[src/rtl/bucket_hash_table_overflow_chains_unit_macros.svh]
// Assertion macros shared by the hash table unit; they sample on clk and idle in reset.
`ifndef BUCKET_HASH_TABLE_OVERFLOW_CHAINS_UNIT_MACROS_SVH
`define BUCKET_HASH_TABLE_OVERFLOW_CHAINS_UNIT_MACROS_SVH

// A condition that must hold at every clock edge outside reset.
`define HBT_CHECK(lbl, expr, msg) \
	lbl: assert property (@(posedge clk) disable iff (!arst_n) (expr)) else $error(msg);

// A condition that must hold whenever its trigger holds in the same cycle.
`define HBT_CHECK_IMPL(lbl, ante, cons, msg) \
	lbl: assert property (@(posedge clk) disable iff (!arst_n) (ante) |-> (cons)) else $error(msg);

// A condition that must hold in the cycle after its trigger.
`define HBT_CHECK_NEXT(lbl, ante, cons, msg) \
	lbl: assert property (@(posedge clk) disable iff (!arst_n) (ante) |=> (cons)) else $error(msg);

`endif

[src/rtl/hbt_pkg.sv]
// Shared types and constants of the bucket hash table unit.
package hbt_pkg;

	localparam int KIND_W = 2;
	localparam int KEY_W  = 31;
	localparam int PAY_W  = 48;
	localparam int BC_W   = 5;
	localparam int STEP_W = $clog2(KEY_W);
	localparam int CNT_W  = 7;
	localparam int MAX_RES = 64;

	localparam logic [BC_W-1:0] BC_RESET = 5'd16;
	localparam logic [2:0] REG_BUCKET_COUNT = 3'd0;

	localparam logic ST_OK   = 1'b0;
	localparam logic ST_FULL = 1'b1;

	typedef enum logic [1:0] {
		OP_INSERT = 2'd0,
		OP_LOOKUP = 2'd1,
		OP_DELETE = 2'd2,
		OP_DUMP   = 2'd3
	} op_t;

	typedef enum logic [4:0] {
		S_CLEAR,
		S_IDLE,
		S_HEAD,
		S_HEADW,
		S_CHK,
		S_BLKW,
		S_SLOT,
		S_SLOTW,
		S_ADV,
		S_PUSH,
		S_DRD,
		S_DRW,
		S_ALLOC,
		S_LINK,
		S_CEND,
		S_FIN,
		S_RESP
	} bst_t;

endpackage

[src/rtl/hbt_front.sv]
// Front end: accepts items and computes the bucket by a bit-serial remainder.
module hbt_front import hbt_pkg::*; #(
	parameter int BUCKETS = 16
) (
	input  logic                     clk,
	input  logic                     arst_n,
	input  logic                     req_valid,
	output logic                     req_stall,
	input  logic [KIND_W-1:0]        kind,
	input  logic [KEY_W-1:0]         key,
	input  logic [PAY_W-1:0]         payload,
	input  logic [BC_W-1:0]          bucket_count,
	input  logic                     q_full,
	output logic                     q_push,
	output logic [KIND_W+KEY_W+PAY_W+((BUCKETS > 1) ? $clog2(BUCKETS) : 1)-1:0] q_wdata
);

	localparam int BW = (BUCKETS > 1) ? $clog2(BUCKETS) : 1;
	localparam int CW = $clog2(BUCKETS + 1);
	localparam int EW = (CW > BC_W) ? CW : BC_W;

	logic              busy_q;
	logic              done_q;
	logic [STEP_W-1:0] step_q;
	logic [EW-1:0]     rem_q;
	logic [KEY_W-1:0]  sh_q;
	logic [KEY_W-1:0]  key_q;
	logic [PAY_W-1:0]  pay_q;
	logic [KIND_W-1:0] kind_q;

	logic [EW-1:0]     div;
	logic [EW:0]       shifted;
	logic [EW-1:0]     rem_next;

	// Bucket count of zero acts as one, above the table size acts as the table size.
	always_comb begin
		if (bucket_count == '0) begin
			div = EW'(1);
		end else if (EW'(bucket_count) > EW'(BUCKETS)) begin
			div = EW'(BUCKETS);
		end else begin
			div = EW'(bucket_count);
		end
		shifted = {rem_q, sh_q[KEY_W-1]};
		if (shifted >= {1'b0, div}) begin
			rem_next = EW'(shifted - {1'b0, div});
		end else begin
			rem_next = shifted[EW-1:0];
		end
	end

	assign req_stall = busy_q;
	assign q_push    = busy_q && done_q && !q_full;
	assign q_wdata   = {kind_q, key_q, pay_q, rem_q[BW-1:0]};

	always_ff @(posedge clk or negedge arst_n) begin
		if (!arst_n) begin
			busy_q <= 1'b0;
			done_q <= 1'b0;
			step_q <= '0;
			rem_q  <= '0;
			sh_q   <= '0;
			key_q  <= '0;
			pay_q  <= '0;
			kind_q <= '0;
		end else if (!busy_q) begin
			if (req_valid) begin
				busy_q <= 1'b1;
				done_q <= 1'b0;
				step_q <= '0;
				rem_q  <= '0;
				sh_q   <= key;
				key_q  <= key;
				pay_q  <= payload;
				kind_q <= kind;
			end
		end else if (!done_q) begin
			rem_q  <= rem_next;
			sh_q   <= {sh_q[KEY_W-2:0], 1'b0};
			step_q <= step_q + STEP_W'(1);
			if (step_q == STEP_W'(KEY_W - 1)) begin
				done_q <= 1'b1;
			end
		end else if (!q_full) begin
			busy_q <= 1'b0;
		end
	end

endmodule

[config.mk]
export PLATFORM = sky130hd
export DESIGN_NAME = hbt_front
export DESIGN_NICKNAME = d
export VERILOG_FILES = /design/src/rtl/bucket_hash_table_overflow_chains_unit_macros.svh /design/src/rtl/hbt_pkg.sv /design/src/rtl/hbt_front.sv
export SDC_FILE = /design/constraint.sdc
export NUM_CORES = 1
export LEC_CHECK = 0
export BUFFER_PORTS_ARGS = -buffer_cell sky130_fd_sc_hd__buf_2
export CAP_MARGIN = 20
export CORE_UTILIZATION = 40
export CTS_BUF_LIST = sky130_fd_sc_hd__clkbuf_16
export DETAILED_ROUTE_END_ITERATION = 7
export PLACE_DENSITY = 0.72
export SLEW_MARGIN = 10
export SYNTH_ARGS = -nofsm -noshare
export SYNTH_HDL_FRONTEND = slang
export SYNTH_SLANG_ARGS = --single-unit
[constraint.sdc]
create_clock -name clk -period 2.16 [get_ports clk]
set_clock_uncertainty 0.05 [all_clocks]
set_input_delay 0.216 -clock clk [delete_from_list [all_inputs] [get_ports clk]]
set_output_delay 0.216 -clock clk [all_outputs]
set_load 0.01 [all_outputs]
======== Yosys cells after proc, flatten, opt, wreduce, memory -nomap -nowiden ========
Cells that the tools add are included.
word-level totals
  bits in registers ....................... 124
operators by class
  $add $sub $neg .......................... 2
  magnitude comparators ................... 2
  equal/unequal tests ..................... 2
  muxes and demuxes ....................... 19
  bitwise gates (word level) .............. 1
  reduce and logical (&&, ||, !) cells .... 7
operators with widths
  operator               number
  $mux W31               3
  $mux W5                8
  $mux W1                8
  $ge A6 B5 Y1           1
  $add A5 B1 Y5 const B  1
  $eq A5 B5 Y1 const B   1
  $gt A5 B5 Y1 const B   1
  $logic_not A5 Y1       1
  $sub A5 B5 Y5          1
  $reduce_and A2 Y1      2
  $logic_and A1 B1 Y1    2
  $ne A2 B2 Y1 const B   1
  $reduce_bool A2 Y1     1
  $logic_not A1 Y1       1
  $not A1 Y1             1

======== Depth between registers and ports, before layout ========
  depth after elaboration ................. 7
  mapped depth ............................ 10
  depth with buffers taken out ............ 10

======== Least setup slack after synthesis ========
OpenSTA, ideal clock, no wires.
  kind .................................... input -> register
  from .................................... in bucket_count[2]
  to ...................................... reg rem_q[1]
  library setup time ...................... 123 ps
  arrival ................................. 1,948 ps
  data required time ...................... 1,987 ps
  slack ................................... 40 ps
  cell stages on the path ................. 10
  buffers on the path ..................... 0
  path through ............................ nor3_1 -> nor2_1 -> nor2_1 -> ha_1 -> inv_1 -> fa_1 -> a21o_1 -> a221oi_4 -> mux2i_1 -> o21ai_1
on the way
  cells in the longest elaborated chain, start to end .. 7
ends and longest elaborated chain
  element                                               RTL line                          source
  start, declared                                       hbt_front.sv:12                   input logic [BC_W-1:0] bucket_count,
  $gt A5 B5 Y1                                          hbt_front.sv:39                   end else if (EW'(bucket_count) > EW'(BUCKETS)) begin
  $mux W5                                               hbt_front.sv:39
  $mux W5 (*)                                           hbt_front.sv:37                   if (bucket_count == '0) begin
  $sub A5 B5 Y5 / $ge A6 B5 Y1 (equally long branches)  hbt_front.sv:46, hbt_front.sv:45
  $mux W5 (*)                                           hbt_front.sv:45                   if (shifted >= {1'b0, div}) begin
  $mux W5 (*)                                           hbt_front.sv:77                   end else if (!done_q) begin
  $mux W5 (*)                                           hbt_front.sv:66                   end else if (!busy_q) begin
  end signal, assigned                                  hbt_front.sv:78                   rem_q <= rem_next;
  end, declared                                         hbt_front.sv:25                   logic [EW-1:0] rem_q;
Mark *: on every way between the ends. The rest lies on a longest branch, timed or not. The select of a mux whose other input is x is not followed.
A chain may end at the register's enable or synchronous reset.

======== Final worst setup path ========
  from .................................... reg sh_q[30]
  to ...................................... reg rem_q[1]
on the way
  cells in the longest elaborated chain, start to end .. 4
ends and longest elaborated chain
  element                                               RTL line                          source
  start, declared                                       hbt_front.sv:26                   logic [KEY_W-1:0] sh_q;
  start signal, assigned                                hbt_front.sv:72                   sh_q <= key;
  start signal, assigned                                hbt_front.sv:79                   sh_q <= {sh_q[KEY_W-2:0], 1'b0};
  $sub A5 B5 Y5 / $ge A6 B5 Y1 (equally long branches)  hbt_front.sv:46, hbt_front.sv:45
  $mux W5 (*)                                           hbt_front.sv:45
  $mux W5 (*)                                           hbt_front.sv:77
  $mux W5 (*)                                           hbt_front.sv:66
Marks and branches as above.

==> impl_metrics.py <==
metrics = {
    "sta": {
        "rsz0062_at_grt": "yes",
        "period_needed_ps": 2110,
        "fmax_ghz": 0.474,
        "fin_crit_sh_pct": 97.6,
        "setup_slack_ps": 51.1,
        "holdWs_ps": 19.9,
        "setup_viol": 0,
        "slew_violations": 0,
        "slew_headroom_pct": 68.9,
        "tightest_slew_ps": 467,
        "hold_violations": 0,
    },
    "min_path": {
        "holdCritPathClass": "in -> reg",
    },
    "setup_path": {
        "cp-end-kind": "flip-flop",
        "crit_path_start_kind": "flip-flop",
        "crit_required_ps": 2410,
        "cp_top_family": "compound AO/OA/AOI/OAI gates",
        "crit_buf_inv": 2,
        "slowest_delay_ps": 400,
        "cp_common_cell": "inv_2",
        "worstSetupPathType": "reg -> reg",
        "crit_arrival_ps": 2350,
        "critPathSlowestCell": "dfrtp_1",
        "cp_max_fo": 6,
        "crit_path_cell_trace": "inv_2 -> ha_4 -> inv_2 -> fa_2 -> a21o_1 -> a221oi_4 -> mux2i_1 -> o21ai_1",
    },
    "route": {
        "viasPerCell": 4.85,
        "final_antenna_net_count": 0,
        "drc_errors": 0,
        "wl_per_cell_um": 14.4,
        "vias": 4232,
        "met2_length_um": 6250,
        "drt-met1-wl_um": 5400,
        "met3_wirelength_um": 708,
        "wirelength_um": 12500,
        "drt-initial-drc-count": 198,
        "highest_layer": "met4",
        "firstDrtPassIters": 4,
    },
    "final_layout": {
        "nets": 783,
        "nFillCells": 1077,
        "diodes": 0,
        "fin_cells": 872,
        "utilization_pct": 59.5,
        "syn2layout_area_growth_pct": 43.2,
        "drive_gt1_share_pct": 42.1,
    },
    "logic_synthesis": {
        "synthArstFlopShare_pct": 100,
        "synthTopCellsByCount": "124 x dfrtp_1, 66 x mux2_2, 32 x a21oi_1, 32 x mux2i_1, 30 x nor2b_1",
        "syn_avg_cell_area_sq_um": 13.0,
        "ys_ff_latch": 124,
        "yosysMostFrequentCell": "dfrtp_1",
        "yosysUniqueCellTypes": 41,
        "synth_area_leaders": "dfrtp_1 56%, mux2_2 13%, mux2i_1 5.7%",
        "syn_inst": 428,
        "yosys_warnings": 0,
        "yosys.area.top_type": "dfrtp_1",
        "synth_area_sq_um": 5570,
        "ys_seq_area_share_pct": 55.7,
        "ys.flop_type": "dfrtp_1",
        "netlist.area_leader.share_pct": 55.7,
        "synth-edff-count": 0,
        "synth_nets": 526,
    },
    "job": {
        "max-cap-violations": 0,
    },
    "power": {
        "share_comb_of_total_power_pct": 38.3,
        "leakagePower_nw": 3.62,
        "p_int_w": 0.00738,
        "switchingPower_w": 0.00364,
        "switching_share_pct": 33.0,
        "vdd_drop_max_mv": 0.674,
        "total_power_w": 0.0110,
        "cellPowerDensity_nw_per_um2": 1380,
        "p_clk_share_pct": 23.6,
        "seqPwrFrac_pct": 38.0,
    },
    "global_route": {
        "grt_max_degree": 61,
        "grt.total_usage_pct": 18.7,
        "antenna_found_initial": 0,
        "grt_pass1_wl_um": 20900,
        "grt_pass1_vias": 4387,
        "gr-total-overflow": 0,
    },
    "clock_network": {
        "clock_sink_count": 124,
        "cts_tree": "built",
        "cts_made_buffers": 17,
        "clock_latency_ps": 410,
        "htree_levels": 4,
        "clockBufferDepth": 2,
        "clock-root-buffer": "clkbuf_16",
        "cts.clk_slew.worst_paths_ps": 50,
    },
    "floorplanning": {
        "rows": 42,
        "initial_utilization_pct": 41.6,
        "ios": 177,
        "fp.dieH_um": 120,
        "coreArea_sq_um": 13400,
        "dieArea_sq_um": 14400,
        "dieWidth_um": 120,
    },
    "placement": {
        "dp_slack_ps": -285,
        "dp.final_hpwl_um": 8040,
        "place.gp.congestion": 0.794,
        "post-place-cells": 760,
        "port-buffer-count": 176,
    },
    "run_status": {
        "outcome": "completed",
    },
}
## metrics by stage
step / instance area (sq um) / setup TNS, ps
after CTS: 7950 / 0
after global placement: 6610 / -473
final: 7980 / 0
after global routing: 7980 / -163
after floorplan: 5570 / 0
after detailed placement: 6610 / -1050
## worst register-to-register path: stages (launching register included)
cell	delay, ps
dfrtp_1	400
inv_2	90
ha_4	140
inv_2	40
fa_2	340
a21o_1	200
a221oi_4	400
mux2i_1	260
o21ai_1	80
## power groups by stage
stage               clock (W)  combinational, W  sequential [W]
floorplan                   0           0.00234         0.00449
global placement            0           0.00390         0.00412
detailed placement          0           0.00406         0.00421
CTS                   0.00268           0.00421         0.00419
global route          0.00280           0.00464         0.00435
finish                0.00260           0.00422         0.00419
## cells in the final DEF, fill, tap and decap left out, types with 2 or more instances in the layout
cell,count
a211oi_1,29
xor2_1,4
buf_12,3
nand2b_1,2
nand3_1,2
buf_2,175
a21o_1,2
mux2_2,66
nand2_1,11
nor2b_1,29
o21ai_1,2
bufinv_16,2
buf_4,14
clkinv_1,3
mux2_1,15
clkinv_2,3
ha_1,6
clkinvlp_4,2
clkbuf_16,17
inv_2,2
inv_1,6
mux2i_1,32
dfrtp_2,2
o21ai_0,5
dfrtp_1,122
a21oi_1,32
nor2_1,9
dlygate4sd3_1,78
a32oi_1,2
## path summary, 6_finish.rpt
path / from / to / slack, ps / cells after the start
worst min register to register: pay_q[43] / pay_q[43] / 430 / 1
worst max register to register: sh_q[30] / rem_q[1] / 50 / 8
max in group asynchronous: arst_n / sh_q[25] / 1340 / 3
worst min-delay path: key[25] / key_q[25] / 20 / 2
min in group asynchronous: arst_n / sh_q[8] / 130 / 2
worst max-delay path: sh_q[30] / rem_q[1] / 50 / 8
## layer usage
layer	vias up	GRT usage, %
met3	17	6.32
li1	2046	-
met5	-	0
met4	0	7.34
met2	129	31.1
met1	2040	22.1
## final cells by class
| cell class | count | area (sq um) | share of cell area, % |
|---|---|---|---|
| sequential | 124 | 3110 | 38.9 |
| multi-input combinational | 267 | 2270 | 28.5 |
| timing repair buffer | 270 | 1820 | 22.8 |
| clock buffer | 17 | 425 | 5.33 |
| tap | 176 | 220 | 2.76 |
| clock inverter | 13 | 113 | 1.41 |
| inverter | 5 | 18.8 | 0.235 |
## repair_timing
action | in CTS | in global routing
cloned | 0 | 0
setup buffers | 2 | 2
endpoints found under the hold margin | 201 | 0
hold buffers | 78 | 0
setup endpoints to repair | 4 | 5
resized for setup | 1 | 5
pin swaps | 1 | 1
## logic make-up after synthesis
logic type               count (synthesis)  share of synthesized area (%)
adder cells (fa/ha/maj)                  8                           1.93
AO/OA/AOI/OAI                           81                           9.68
buffers and inverters                   37                           3.91
XOR/XNOR                                 5                          0.786
AND/OR/NAND/NOR                         60                           5.88
flip-flops                             124                           55.7
multiplexers                           113                           22.1
## registers in the layout, summed over array words and instances (netlist names)
name and flops:
done_q 1, key_q 31, kind_q 2, pay_q 48
rem_q 5, req_stall 1, sh_q 31, step_q 5
Power figures use the tool's default switching activity.
