<file path="src/rtl/bucket_hash_table_overflow_chains_unit_macros.svh">
// Assertion macros shared by the hash table unit; they sample on clk and idle in reset.
`ifndef BUCKET_HASH_TABLE_OVERFLOW_CHAINS_UNIT_MACROS_SVH
`define BUCKET_HASH_TABLE_OVERFLOW_CHAINS_UNIT_MACROS_SVH

// A condition that must hold at every clock edge outside reset.
`define HBT_CHECK(lbl, expr, msg) \
	lbl: assert property (@(posedge clk) disable iff (!arst_n) (expr)) else $error(msg);

// A condition that must hold whenever its trigger holds in the same cycle.
`define HBT_CHECK_IMPL(lbl, ante, cons, msg) \
	lbl: assert property (@(posedge clk) disable iff (!arst_n) (ante) |-> (cons)) else $error(msg);

// A condition that must hold in the cycle after its trigger.
`define HBT_CHECK_NEXT(lbl, ante, cons, msg) \
	lbl: assert property (@(posedge clk) disable iff (!arst_n) (ante) |=> (cons)) else $error(msg);

`endif

</file>
<file path="src/rtl/hbt_queue.sv">
// Short first-in first-out queue between the front end and the table engine.
module hbt_queue #(
	parameter int W     = 8,
	parameter int DEPTH = 2
) (
	input  logic         clk,
	input  logic         arst_n,
	input  logic         push,
	input  logic [W-1:0] wdata,
	output logic         full,
	input  logic         pop,
	output logic [W-1:0] rdata,
	output logic         empty
);

	localparam int AW = (DEPTH > 1) ? $clog2(DEPTH) : 1;
	localparam int NW = $clog2(DEPTH + 1);

	logic [W-1:0]  mem_q [DEPTH];
	logic [AW-1:0] wr_q;
	logic [AW-1:0] rd_q;
	logic [NW-1:0] cnt_q;

	assign full  = (cnt_q == NW'(DEPTH));
	assign empty = (cnt_q == '0);
	assign rdata = mem_q[rd_q];

	always_ff @(posedge clk) begin
		if (push && !full) begin
			mem_q[wr_q] <= wdata;
		end
	end

	always_ff @(posedge clk or negedge arst_n) begin
		if (!arst_n) begin
			wr_q  <= '0;
			rd_q  <= '0;
			cnt_q <= '0;
		end else begin
			if (push && !full) begin
				wr_q <= (wr_q == AW'(DEPTH - 1)) ? '0 : wr_q + AW'(1);
			end
			if (pop && !empty) begin
				rd_q <= (rd_q == AW'(DEPTH - 1)) ? '0 : rd_q + AW'(1);
			end
			if ((push && !full) && !(pop && !empty)) begin
				cnt_q <= cnt_q + NW'(1);
			end else if (!(push && !full) && (pop && !empty)) begin
				cnt_q <= cnt_q - NW'(1);
			end
		end
	end

endmodule

</file>
<file path="config.mk">
export PLATFORM = sky130hd
export DESIGN_NAME = hbt_queue
export DESIGN_NICKNAME = d
export VERILOG_FILES = /design/src/rtl/bucket_hash_table_overflow_chains_unit_macros.svh /design/src/rtl/hbt_queue.sv
export SDC_FILE = /design/constraint.sdc
export NUM_CORES = 1
export LEC_CHECK = 0
export BUFFER_PORTS_ARGS = -buffer_cell sky130_fd_sc_hd__buf_4
export CAP_MARGIN = 25
export CORE_ASPECT_RATIO = 1.1
export CORE_UTILIZATION = 48
export CTS_CLUSTER_DIAMETER = 50
export DETAILED_ROUTE_END_ITERATION = 8
export GPL_TIMING_DRIVEN = 0
export PLACE_DENSITY = 0.84
export SYNTH_ARGS = -nofsm -noshare
export SYNTH_HDL_FRONTEND = slang
export SYNTH_SLANG_ARGS = --single-unit
</file>
<file path="constraint.sdc">
create_clock -name clk -period 1.88 [get_ports clk]
set_input_delay 0.094 -clock clk [delete_from_list [all_inputs] [get_ports clk]]
set_output_delay 0.094 -clock clk [all_outputs]
set_load 0.01 [all_outputs]
</file>
Word level (Yosys, flattened, before mapping)
Memory sizes are Yosys's and may differ from the RTL's.
Index checks and enable logic that the tools add are counted.
W data, S select, Z words.
{"block": "word_totals", "regBits": 4, "ram_bits": 16, "out_inout_bits": 10, "elab_cells": 25, "n_memories": 1}
{"block": "op_classes", "n_addsub": 4, "eq_ne": 1, "n_mux": 6, "reduce_logical": 10}
{"memory": "mem_q", "depth": 2, "word_bits": 8, "rd": 1, "rd_clocked_by_memory_dff": 0, "wr": 1, "line_no": "hbt_queue.sv:19", "text": "logic [W-1:0] mem_q [DEPTH];"}
{"cell": "$logic_and A1 B1 Y1", "count": 4}
{"cell": "$logic_not A1 Y1", "count": 4}
{"cell": "$mux W1", "count": 4}
{"cell": "$mux W2", "count": 2}
{"cell": "$add A1 B1 Y1 const B", "count": 2}
{"cell": "$add A2 B1 Y2 const B", "count": 1}
{"cell": "$eq A2 B2 Y1 const B", "count": 1}
{"cell": "$logic_not A2 Y1", "count": 1}
{"cell": "$reduce_bool A2 Y1", "count": 1}
{"cell": "$sub A2 B1 Y2 const B", "count": 1}

Depth between registers and ports, before layout
Gate-level depths: netlist of run 1.
{"block": "logic_depth", "word_depth": 7, "ltp_mapped": 7, "depth_no_buf": 7}

Worst setup path after synthesis of run 1
OpenSTA, ideal clock, no wires.
{"block": "synth_timing", "kind": "reg2reg", "from": "reg cnt_q[0]", "to": "mem mem_q[0][0], enable pin", "setup_time_ps": 370, "arrival_time_ps": 1022, "slack_ps": 488, "stages_incl_launch_ff": 4, "synth_period_minus_slack_ps": 1392, "path_cell_list": "dfrtp_1 -> nand2b_1 -> nand2_2 -> nor2_1"}
{"block": "synth_via", "elab_chain_len": 5}
{"element": "from (decl)", "line_no": "hbt_queue.sv:22", "text": "logic [NW-1:0] cnt_q;"}
{"element": "from (signal assigned)", "line_no": "hbt_queue.sv:47", "text": "cnt_q <= cnt_q + NW'(1);"}
{"element": "from (signal assigned)", "line_no": "hbt_queue.sv:49", "text": "cnt_q <= cnt_q - NW'(1);"}
{"element": "$eq A2 B2 Y1", "line_no": "hbt_queue.sv:24", "text": "assign full = (cnt_q == NW'(DEPTH));"}
{"element": "$logic_not A1 Y1", "line_no": "hbt_queue.sv:29", "text": "if (push && !full) begin"}
{"element": "$logic_and A1 B1 Y1", "line_no": "hbt_queue.sv:29"}
{"element": "$mux W1", "line_no": "hbt_queue.sv:29"}
{"element": "$mux W1 (not written as such)", "line_no": "hbt_queue.sv:30", "text": "mem_q[wr_q] <= wdata;"}
{"element": "to (decl)", "line_no": "hbt_queue.sv:19"}
No other way between the ends.

Final worst setup path of run 1
{"block": "layout_timing", "from": "reg cnt_q[0]", "to": "mem mem_q[0][2], enable pin"}
Same word-level chain as after synthesis.

==> results of run 1 <==
==> synthesized netlist by cell type (all sizes together) <==
cell type	n	area (µm²)
xnor2	3	33.8
buf	1	5.00
edfxtp	16	480
inv	2	7.51
and3	1	6.26
xor2	2	17.5
nand2b	1	6.26
mux2	8	90.1
nand2	1	6.26
o21ai	1	5.00
dfrtp	4	100
ha	1	12.5
nor2	3	11.3
==> sequential cells by signal (all words and copies together) (netlist names) <==
register and count:
mem_q 16, cnt_q 2, rd_q 1, wr_q 1
==> cell type report <==
type	count	area [µm²]	share of cell area, %
sequential	20	581	54.0
tap	16	20.0	1.86
buffer	1	5.00	0.465
clock buffer	4	26.3	2.44
multi-input combinational	21	189	17.6
inverter	2	7.51	0.698
timing repair buffer	30	248	23.0
==> through the flow <==
step | utilization (%) | area [µm²]
after floorplan | - | 782
after global placement | 66.8 | 960
after detailed placement | 66.8 | 960
after CTS | 74.9 | 1080
after global routing | 74.9 | 1080
final | 74.9 | 1080
==> kinds of logic (layout without fill, tap and decap cells) <==
kind of cell / after synthesis / count (layout)
flops: 20 / 20
xor+xnor: 5 / 5
buf+inv: 3 / 37
mux: 8 / 8
fa+ha+maj: 1 / 1
compound gates: 1 / 1
simple gates: 6 / 6
==> routing by layer <==
layer  routed length [µm]  vias up
li1                     -      225
met1                  538      214
met2                  647       15
met3                   46        2
met4                   11        0
met5                    0        -
==> power breakdown <==
| part | leakage (nW) | internal (mW) | switching (mW) |
|---|---|---|---|
| clock network | 0.0150 | 0.0825 | 0.118 |
| logic | 0.238 | 0.304 | 0.270 |
| registers | 0.195 | 0.620 | 0.0594 |
==> worst register-to-register path, cell delays in order, from the launching register on <==
cell      delay, ns
dfrtp_1        0.45
nand2b_1       0.20
nand2_2        0.10
nor2_1         0.52
==> worst max-delay path by stage <==
| stage | endpoint | slack (ns) | cells after the start |
|---|---|---|---|
| 5_1_grt | mem_q[0][4] | 0.09 | 3 |
| 3_5_place_dp | mem_q[0][2] | 0.24 | 3 |
| 2_1_floorplan | mem_q[0][0] | 0.49 | 3 |
| 3_3_place_gp | mem_q[0][3] | 0.27 | 3 |
| 6_report | mem_q[0][2] | 0.25 | 3 |
| 4_1_cts | mem_q[0][2] | 0.21 | 3 |
==> metrics.yaml, run 1 <==
finalNonFillerCells: 94
ff2ff_path_depth: 3
worst_slack_ns: 0.247
cts_tree: "built"
synthXorXnorAreaFrac_pct: 6.56
dieArea_um2: 1790
wl_per_cell_um: 13.2
rsz0062_at_grt: "no"
timing.rr.start: "cnt_q[0]"
antenna_found_initial: 0
cp.required_ns: 1.81
busiest_layer: "met2"
fin_skew_ns: 0.00514
num_rows: 14
hold_violations: 0
ant_nets: 0
num_vias: 456
cts.sinks: 20
timing.hold.ws_ns: 0.0958
leakage_nw: 0.448
root_buffer: "clkbuf_4"
use_met1_pct: 20.5
grt.total_usage_pct: 17.3
final_common_cell: "buf_4"
avgViaCountPerCell: 4.85
critical_path_class: "reg2reg"
grt_use_met2_pct: 28.6
postCtsSetupBuffers: 0
worst_pin_slew_ns: 0.669
synth_compound_area_share_pct: 0.640
dp_slack_ns: 0.239
grt_pass1_vias: 457
status: "complete, no violations"
hold_class: "in2reg"
fin_crit_sh_pct: 86.8
fin_crit_ns: 1.63
port_buffers: 21
drtIter0Drc: 6
crit_fanout: 8
wirelength_um: 1240
startpoint_type: "flop"
place.gp.congestion: 0.667
cp_num_buf_inv: 0
area_growth_pct: 37.6
final_cell_mix: "21 x buf_4, 16 x edfxtp_1, 9 x dlygate4sd3_1"
synthSimpleGateAreaFrac_pct: 3.84
die_h_um: 44.3
r2r_end: "mem_q[0][2]"
worst_path_dominant_cell_family: "simple AND/OR/NAND/NOR gates"
io_pins: 22
crit_arrival_ns: 1.57
max_freq_ghz: 0.613
dp_hpwl_um: 829
coreArea_um2: 1440
ys_seq_elements: 20
cp-startpoint: "cnt_q[0]"
avgSynthCellArea_um2: 17.8
slowest_stage: "nor2_1"
cellPowerDensity_nw_per_um2: 1350
end_kind: "flop"
start_util_pct: 54.4
grt_pass1_wl_um: 2000
hold_path_end: "wr_q"
antenna_cells: 0
clk_pin_slew_ns: 0.10
grt_remaining_overflow: 0
numCtsBuffers: 3
dp.cells: 81
grt_max_degree: 12
fill_cells: 97
slew_headroom_pct: 55.2
synth_top_family_by_area: "multiplexers"
crit_chain: "nand2b_1 > nand2_2 > nor2_1"
syn-num-nets: 57
cts_resized: 0
syn-instance-count: 44
setup_tns_ns: 0
htree_levels: 1
finalNetCount: 92
worstSkewPairLatency_ns: 0.29
cts_buffer_depth: 2
maxCapViolCount: 0
die_w_um: 40.5
finalPower_mw: 1.45
synth_fa_ha_area_share_pct: 1.60
met3_usage_pct: 6.03
netlist_area_um2: 782
drv_slew: 0
cts_hold_buf: 9
peakVddDrop_mv: 0.779
min_from: "push"
ys_types: 15
seq_area_frac_synth_pct: 74.2
ys.warnings.count: 0
drive_gt1_share_pct: 37.2
drc: 0
critical_path.max_stage_delay_ns: 0.52
synth.area.mux_share_pct: 11.5
setup_violations: 0
first_pass_iters: 3
r2r_slack_ns: 0.25
holdPathStages: 3
(Power assumes the default switching activity.)
==> run 2, diff against run 1 <==
--- a/config.mk
+++ b/config.mk
@@ -5,14 +5,15 @@
 export SDC_FILE = /design/constraint.sdc
 export NUM_CORES = 1
 export LEC_CHECK = 0
-export BUFFER_PORTS_ARGS = -buffer_cell sky130_fd_sc_hd__buf_4
 export CAP_MARGIN = 25
 export CORE_ASPECT_RATIO = 1.1
-export CORE_UTILIZATION = 48
+export CORE_MARGIN = 8
+export CORE_UTILIZATION = 40
 export CTS_CLUSTER_DIAMETER = 50
 export DETAILED_ROUTE_END_ITERATION = 8
+export DONT_BUFFER_PORTS = 1
 export GPL_TIMING_DRIVEN = 0
-export PLACE_DENSITY = 0.84
+export PLACE_DENSITY = 0.64
 export SYNTH_ARGS = -nofsm -noshare
 export SYNTH_HDL_FRONTEND = slang
 export SYNTH_SLANG_ARGS = --single-unit
==> metrics.yaml, run 2 (same netlist as run 1, synthesis figures left out) <==
status: "complete, no violations"  # unchanged
antenna_found_initial: 0  # unchanged
crit_arrival_ns: 1.57  # about the same
slew_headroom_pct: 52.8  # was 55.2%
num_rows: 16  # was 14
rsz0062_at_grt: "no"  # unchanged
dpl-instance-area_um2: 816  # was 960 µm²
place.gp.congestion: 0.584  # was 0.667
finalNetCount: 73  # was 92
drtIter0Drc: 3  # was 6
drv_slew: 0  # unchanged
grt_remaining_overflow: 0  # unchanged
worstSkewPairLatency_ns: 0.29  # about the same
max_freq_ghz: 0.612  # was 0.613 GHz
cts_tree: "built"  # unchanged
cellPowerDensity_nw_per_um2: 1470  # was 1350 nW/µm²
timing.hold.ws_ns: 0.0592  # was 0.0958 ns
cts_buffer_depth: 2  # unchanged
coreArea_um2: 1820  # was 1440 µm²
clk_pin_slew_ns: 0.11  # was 0.10 ns
grt_pass1_wl_um: 2060  # was 2000 µm
largest_reg_flops: 16  # unchanged
dp_hpwl_um: 839  # was 829 µm
top_register: "mem_q"  # unchanged
setup_tns_ns: 0  # unchanged
final_cell_mix: "16 x edfxtp_1, 11 x dlygate4sd3_1, 6 x mux2_1"  # was 21 x buf_4, 16 x edfxtp_1, 9 x dlygate4sd3_1
avgViaCountPerCell: 4.50  # was 4.85
fin_skew_ns: 0.00676  # was 0.00514 ns
peakVddDrop_mv: 0.836  # was 0.779 mV
critical_path_class: "reg2reg"  # unchanged
cts_resized: 0  # unchanged
root_buffer: "clkbuf_4"  # unchanged
largestRegisters: "mem_q (16), cnt_q (2)"  # unchanged
first_pass_iters: 4  # was 3
port_buffers: 0  # was 21
fin_crit_ns: 1.63  # about the same
ant_nets: 0  # unchanged
end_kind: "flop"  # unchanged
numCtsBuffers: 3  # unchanged
dieArea_um2: 3630  # was 1790 µm²
r2r_slack_ns: 0.25  # about the same
grt.total_usage_pct: 7.52  # was 17.3%
die_h_um: 62.4  # was 44.3 µm
wl_per_cell_um: 14.0  # was 13.2 µm
grt_pass1_vias: 444  # was 457
grt_max_degree: 13  # was 12
fin_crit_sh_pct: 87.0  # was 86.8%
hold_violations: 0  # unchanged
die_w_um: 58.2  # was 40.5 µm
startpoint_type: "flop"  # unchanged
cts.sinks: 20  # unchanged
hold_class: "in2async"  # was in2reg
io_pins: 22  # unchanged
finalPower_mw: 1.44  # was 1.45 mW
design_area_um2: 978  # was 1080 µm²
htree_levels: 1  # unchanged
cp.required_ns: 1.81  # about the same
setup_violations: 0  # unchanged
antenna_cells: 0  # unchanged
start_util_pct: 42.9  # was 54.4%
leakage_nw: 0.368  # was 0.448 nW
wirelength_um: 1200  # was 1240 µm
final_common_cell: "edfxtp_1"  # was buf_4
area_growth_pct: 25.1  # was 37.6%
maxCapViolCount: 0  # unchanged
drive_gt1_share_pct: 15.3  # was 37.2%
crit_fanout: 8  # unchanged
worst_pin_slew_ns: 0.705  # was 0.669 ns
drc: 0  # unchanged
num_vias: 387  # was 456
run 2: cell types whose count changed in the layout (fill, tap and decap cells not counted):
cell,change
bufinv_16,+1
dlygate4sd3_1,+2
buf_4,-21
clkbuf_1,-1
run 2: layout make-up:
class                           count  area (µm²)
Multi-Input combinational cell     21         189
Clock inverter                      1        30.0
Inverter                            2        7.51
Fill cell                         152         843
Sequential cell                    20         581
Timing Repair Buffer               11         110
Buffer                              1        5.00
Clock buffer                        3        22.5
Tap cell                           27        33.8
run 2: repair_timing:
item | CTS | global route
hold buffers | 10 | 1
buffers inserted | 0 | 0
endpoints found under the hold margin | 21 | 1
run 2: report_power, final:
group / switching, mW / internal [mW]
Combinational: 0.241 / 0.181
Clock: 0.123 / 0.215
Sequential: 0.0580 / 0.619
Total: 0.422 / 1.02
run 2: worst paths after layout:
| path | startpoint | to | cells past startpoint |
|---|---|---|---|
| hold / removal | arst_n | wr_q | 1 |
| setup / recovery | cnt_q[0] | mem_q[0][6] | 3 |
| min in group clk | push | mem_q[1][7] | 1 |
| max in group asynchronous | arst_n | cnt_q[0] | 1 |
| setup reg to reg | cnt_q[0] | mem_q[0][6] | 3 |
| hold reg to reg | cnt_q[1] | cnt_q[1] | 1 |
run 2: stage by stage:
step                util [%]  setup WS, ns  std cells
finish                  53.7         0.245         86
global route            53.7         0.102         86
CTS                     53.2         0.199         85
detailed placement      44.8         0.242         71
global placement        44.8         0.250         71
floorplan                  -         0.488         44
run 2: critical path: stages (launching register included):
cell and delay [ns]:
dfrtp_1 0.44, nand2b_1 0.19, nand2_2 0.10, nor2_1 0.55
run 2: layer usage:
metal  GRT usage, %  wire (µm)
met5              0          0
met4           4.60         25
met3           2.67         58
met2           12.4        624
met1           7.84        493
==> run 3, diff against run 2 <==
--- a/config.mk
+++ b/config.mk
@@ -6,14 +6,12 @@
 export NUM_CORES = 1
 export LEC_CHECK = 0
 export CAP_MARGIN = 25
-export CORE_ASPECT_RATIO = 1.1
 export CORE_MARGIN = 8
-export CORE_UTILIZATION = 40
+export CORE_UTILIZATION = 58
 export CTS_CLUSTER_DIAMETER = 50
 export DETAILED_ROUTE_END_ITERATION = 8
 export DONT_BUFFER_PORTS = 1
-export GPL_TIMING_DRIVEN = 0
-export PLACE_DENSITY = 0.64
+export PLACE_DENSITY = 0.84
 export SYNTH_ARGS = -nofsm -noshare
 export SYNTH_HDL_FRONTEND = slang
 export SYNTH_SLANG_ARGS = --single-unit
==> metrics.yaml, run 3 (same netlist as run 1, synthesis figures left out) <==
worst_slack_ns: 0.372  # was 0.245 ns
peakVddDrop_mv: 0.902  # was 0.836 mV
fin_skew_ns: 0.00508  # was 0.00676 ns
antenna_found_initial: 0  # unchanged
timing.rr.start: "cnt_q[0]"  # unchanged
cp.depth: 7  # was 3
port_buffers: 0  # unchanged
ff2ff_path_depth: 7  # was 3
final_common_cell: "edfxtp_1"  # unchanged
grt_max_degree: 12  # was 13
maxCapViolCount: 0  # unchanged
final_cell_mix: "16 x edfxtp_1, 10 x dlygate4sd3_1, 6 x mux2_1"  # was 16 x edfxtp_1, 11 x dlygate4sd3_1, 6 x mux2_1
numCtsBuffers: 3  # unchanged
num_rows: 13  # was 16
start_util_pct: 60.9  # was 42.9%
crit_fanout: 5  # was 8
timing.hold.ws_ns: 0.0416  # was 0.0592 ns
comb_power_share_pct: 30.9  # was 29.4%
endpoint: "cnt_q[1]"  # was mem_q[0][6]
io_pins: 22  # unchanged
die_h_um: 52.7  # was 62.4 µm
startpoint_type: "flop"  # unchanged
wirelength_um: 1240  # was 1200 µm
clk_pin_slew_ns: 0.10  # was 0.11 ns
p_switching_mw: 0.431  # was 0.422 mW
grt_pass1_vias: 437  # was 444
cts.sinks: 20  # unchanged
r2r_slack_ns: 0.37  # was 0.25 ns
dp_slack_ns: 0.400  # was 0.242 ns
drtIter0Drc: 4  # was 3
grt.total_usage_pct: 10.6  # was 7.52%
fill_cells: 73  # was 152
cp.required_ns: 2.10  # was 1.81 ns
wl_per_cell_um: 16.8  # was 14.0 µm
setup_violations: 0  # unchanged
root_buffer: "clkbuf_4"  # unchanged
worst_pin_slew_ns: 0.380  # was 0.705 ns
r2r_end: "cnt_q[1]"  # was mem_q[0][6]
grt_pass1_wl_um: 2060  # unchanged
cts_resized: 0  # unchanged
drc: 0  # unchanged
cts_buffer_depth: 2  # unchanged
drv_slew: 0  # unchanged
top_register: "mem_q"  # unchanged
worstSkewPairLatency_ns: 0.29  # about the same
htree_levels: 1  # unchanged
fin_crit_sh_pct: 80.2  # was 87.0%
dp_hpwl_um: 900  # was 839 µm
antenna_cells: 0  # unchanged
place.gp.congestion: 0.659  # was 0.584
p_int_mw: 0.886  # was 1.02 mW
die_w_um: 52.7  # was 58.2 µm
cellPowerDensity_nw_per_um2: 1400  # was 1470 nW/µm²
hold_class: "in2reg"  # was in2async
pwr-share-clk_pct: 14.6  # was 23.5%
first_pass_iters: 2  # was 4
crit_chain: "nand2b_1 > nand2_2 > inv_1 > ha_1 > xor2_1 > nor2_1 > xor2_1"  # was nand2b_1 > nand2_2 > nor2_1
grt_remaining_overflow: 0  # unchanged
cp-startpoint: "cnt_q[0]"  # unchanged
crit_arrival_ns: 1.73  # was 1.57 ns
slowest_stage: "dfrtp_1"  # was nor2_1
area_growth_pct: 19.8  # was 25.1%
leakage_nw: 0.357  # was 0.368 nW
switching_share_pct: 32.7  # was 29.3%
drive_gt1_share_pct: 15.3  # unchanged
hold_violations: 0  # unchanged
cp_num_buf_inv: 1  # was 0
fin_crit_ns: 1.51  # was 1.63 ns
worst_path_most_repeated_cell: "xor2_1"
slew_headroom_pct: 74.6  # was 52.8%
critical_path_class: "reg2reg"  # unchanged
avgViaCountPerCell: 5.34  # was 4.50
largestRegisters: "mem_q (16), cnt_q (2)"  # unchanged
ant_nets: 0  # unchanged
largest_reg_flops: 16  # unchanged
max_freq_ghz: 0.663  # was 0.612 GHz
num_vias: 395  # was 387
critical_path.max_stage_delay_ns: 0.45  # was 0.55 ns
end_kind: "flop"  # unchanged
rsz0062_at_grt: "no"  # unchanged
coreArea_um2: 1280  # was 1820 µm²
pwr-share-seq_pct: 54.5  # was 47.1%
cts_tree: "built"  # unchanged
dieArea_um2: 2780  # was 3630 µm²
status: "complete, no violations"  # unchanged
worst_path_dominant_cell_family: "simple AND/OR/NAND/NOR gates"  # unchanged
finalNetCount: 73  # unchanged
setup_tns_ns: 0  # unchanged
## run 3: what timing repair did
action	in CTS	in global routing
hold buffers	10	0
setup buffers	0	0
endpoints found under the hold margin	21	0
## run 3: area by class of cell
type	count	area [µm²]	share of cell area (%)
inverters	2	7.51	0.801
well taps	15	18.8	2.00
flip-flops and latches	20	581	61.9
multi-input cells	21	189	20.2
repair buffers	12	115	12.3
clock buffers	3	22.5	2.40
clock inverters	1	3.75	0.401
## run 3: through the flow
stage / power, mW / utilization, % / area, µm² / instances
after detailed placement: 1.12 / 63.1 / 811 / 60
final: 1.32 / 72.9 / 937 / 74
after global routing: 1.40 / 72.9 / 937 / 74
after CTS: 1.32 / 72.9 / 937 / 74
after floorplan: 1.02 / - / 782 / 44
after global placement: 1.09 / 63.1 / 811 / 60
## run 3: power by group through the flow
stage               combinational (mW)  clock [mW]  sequential (mW)
floorplan                        0.350           0            0.675
global placement                 0.374           0            0.717
detailed placement               0.388           0            0.729
CTS                              0.410       0.195            0.717
global route                     0.446       0.215            0.736
finish                           0.406       0.192            0.718
## run 3: worst min path at each step
stage           start       end  slack [ns]  cells after the start
4_1_cts           pop      rd_q        0.03                      2
5_1_grt           pop      rd_q        0.04                      2
3_5_place_dp   arst_n  cnt_q[0]       -0.20                      0
2_1_floorplan  arst_n  cnt_q[0]       -0.20                      0
3_3_place_gp   arst_n  cnt_q[0]       -0.20                      0
6_report          pop      rd_q        0.04                      2
## run 3: metal layers
metal	track usage (%)	share of wire, %
met5	0	0
met4	7.33	2.1
met3	4.26	5.0
met2	17.6	54
met1	10.4	39
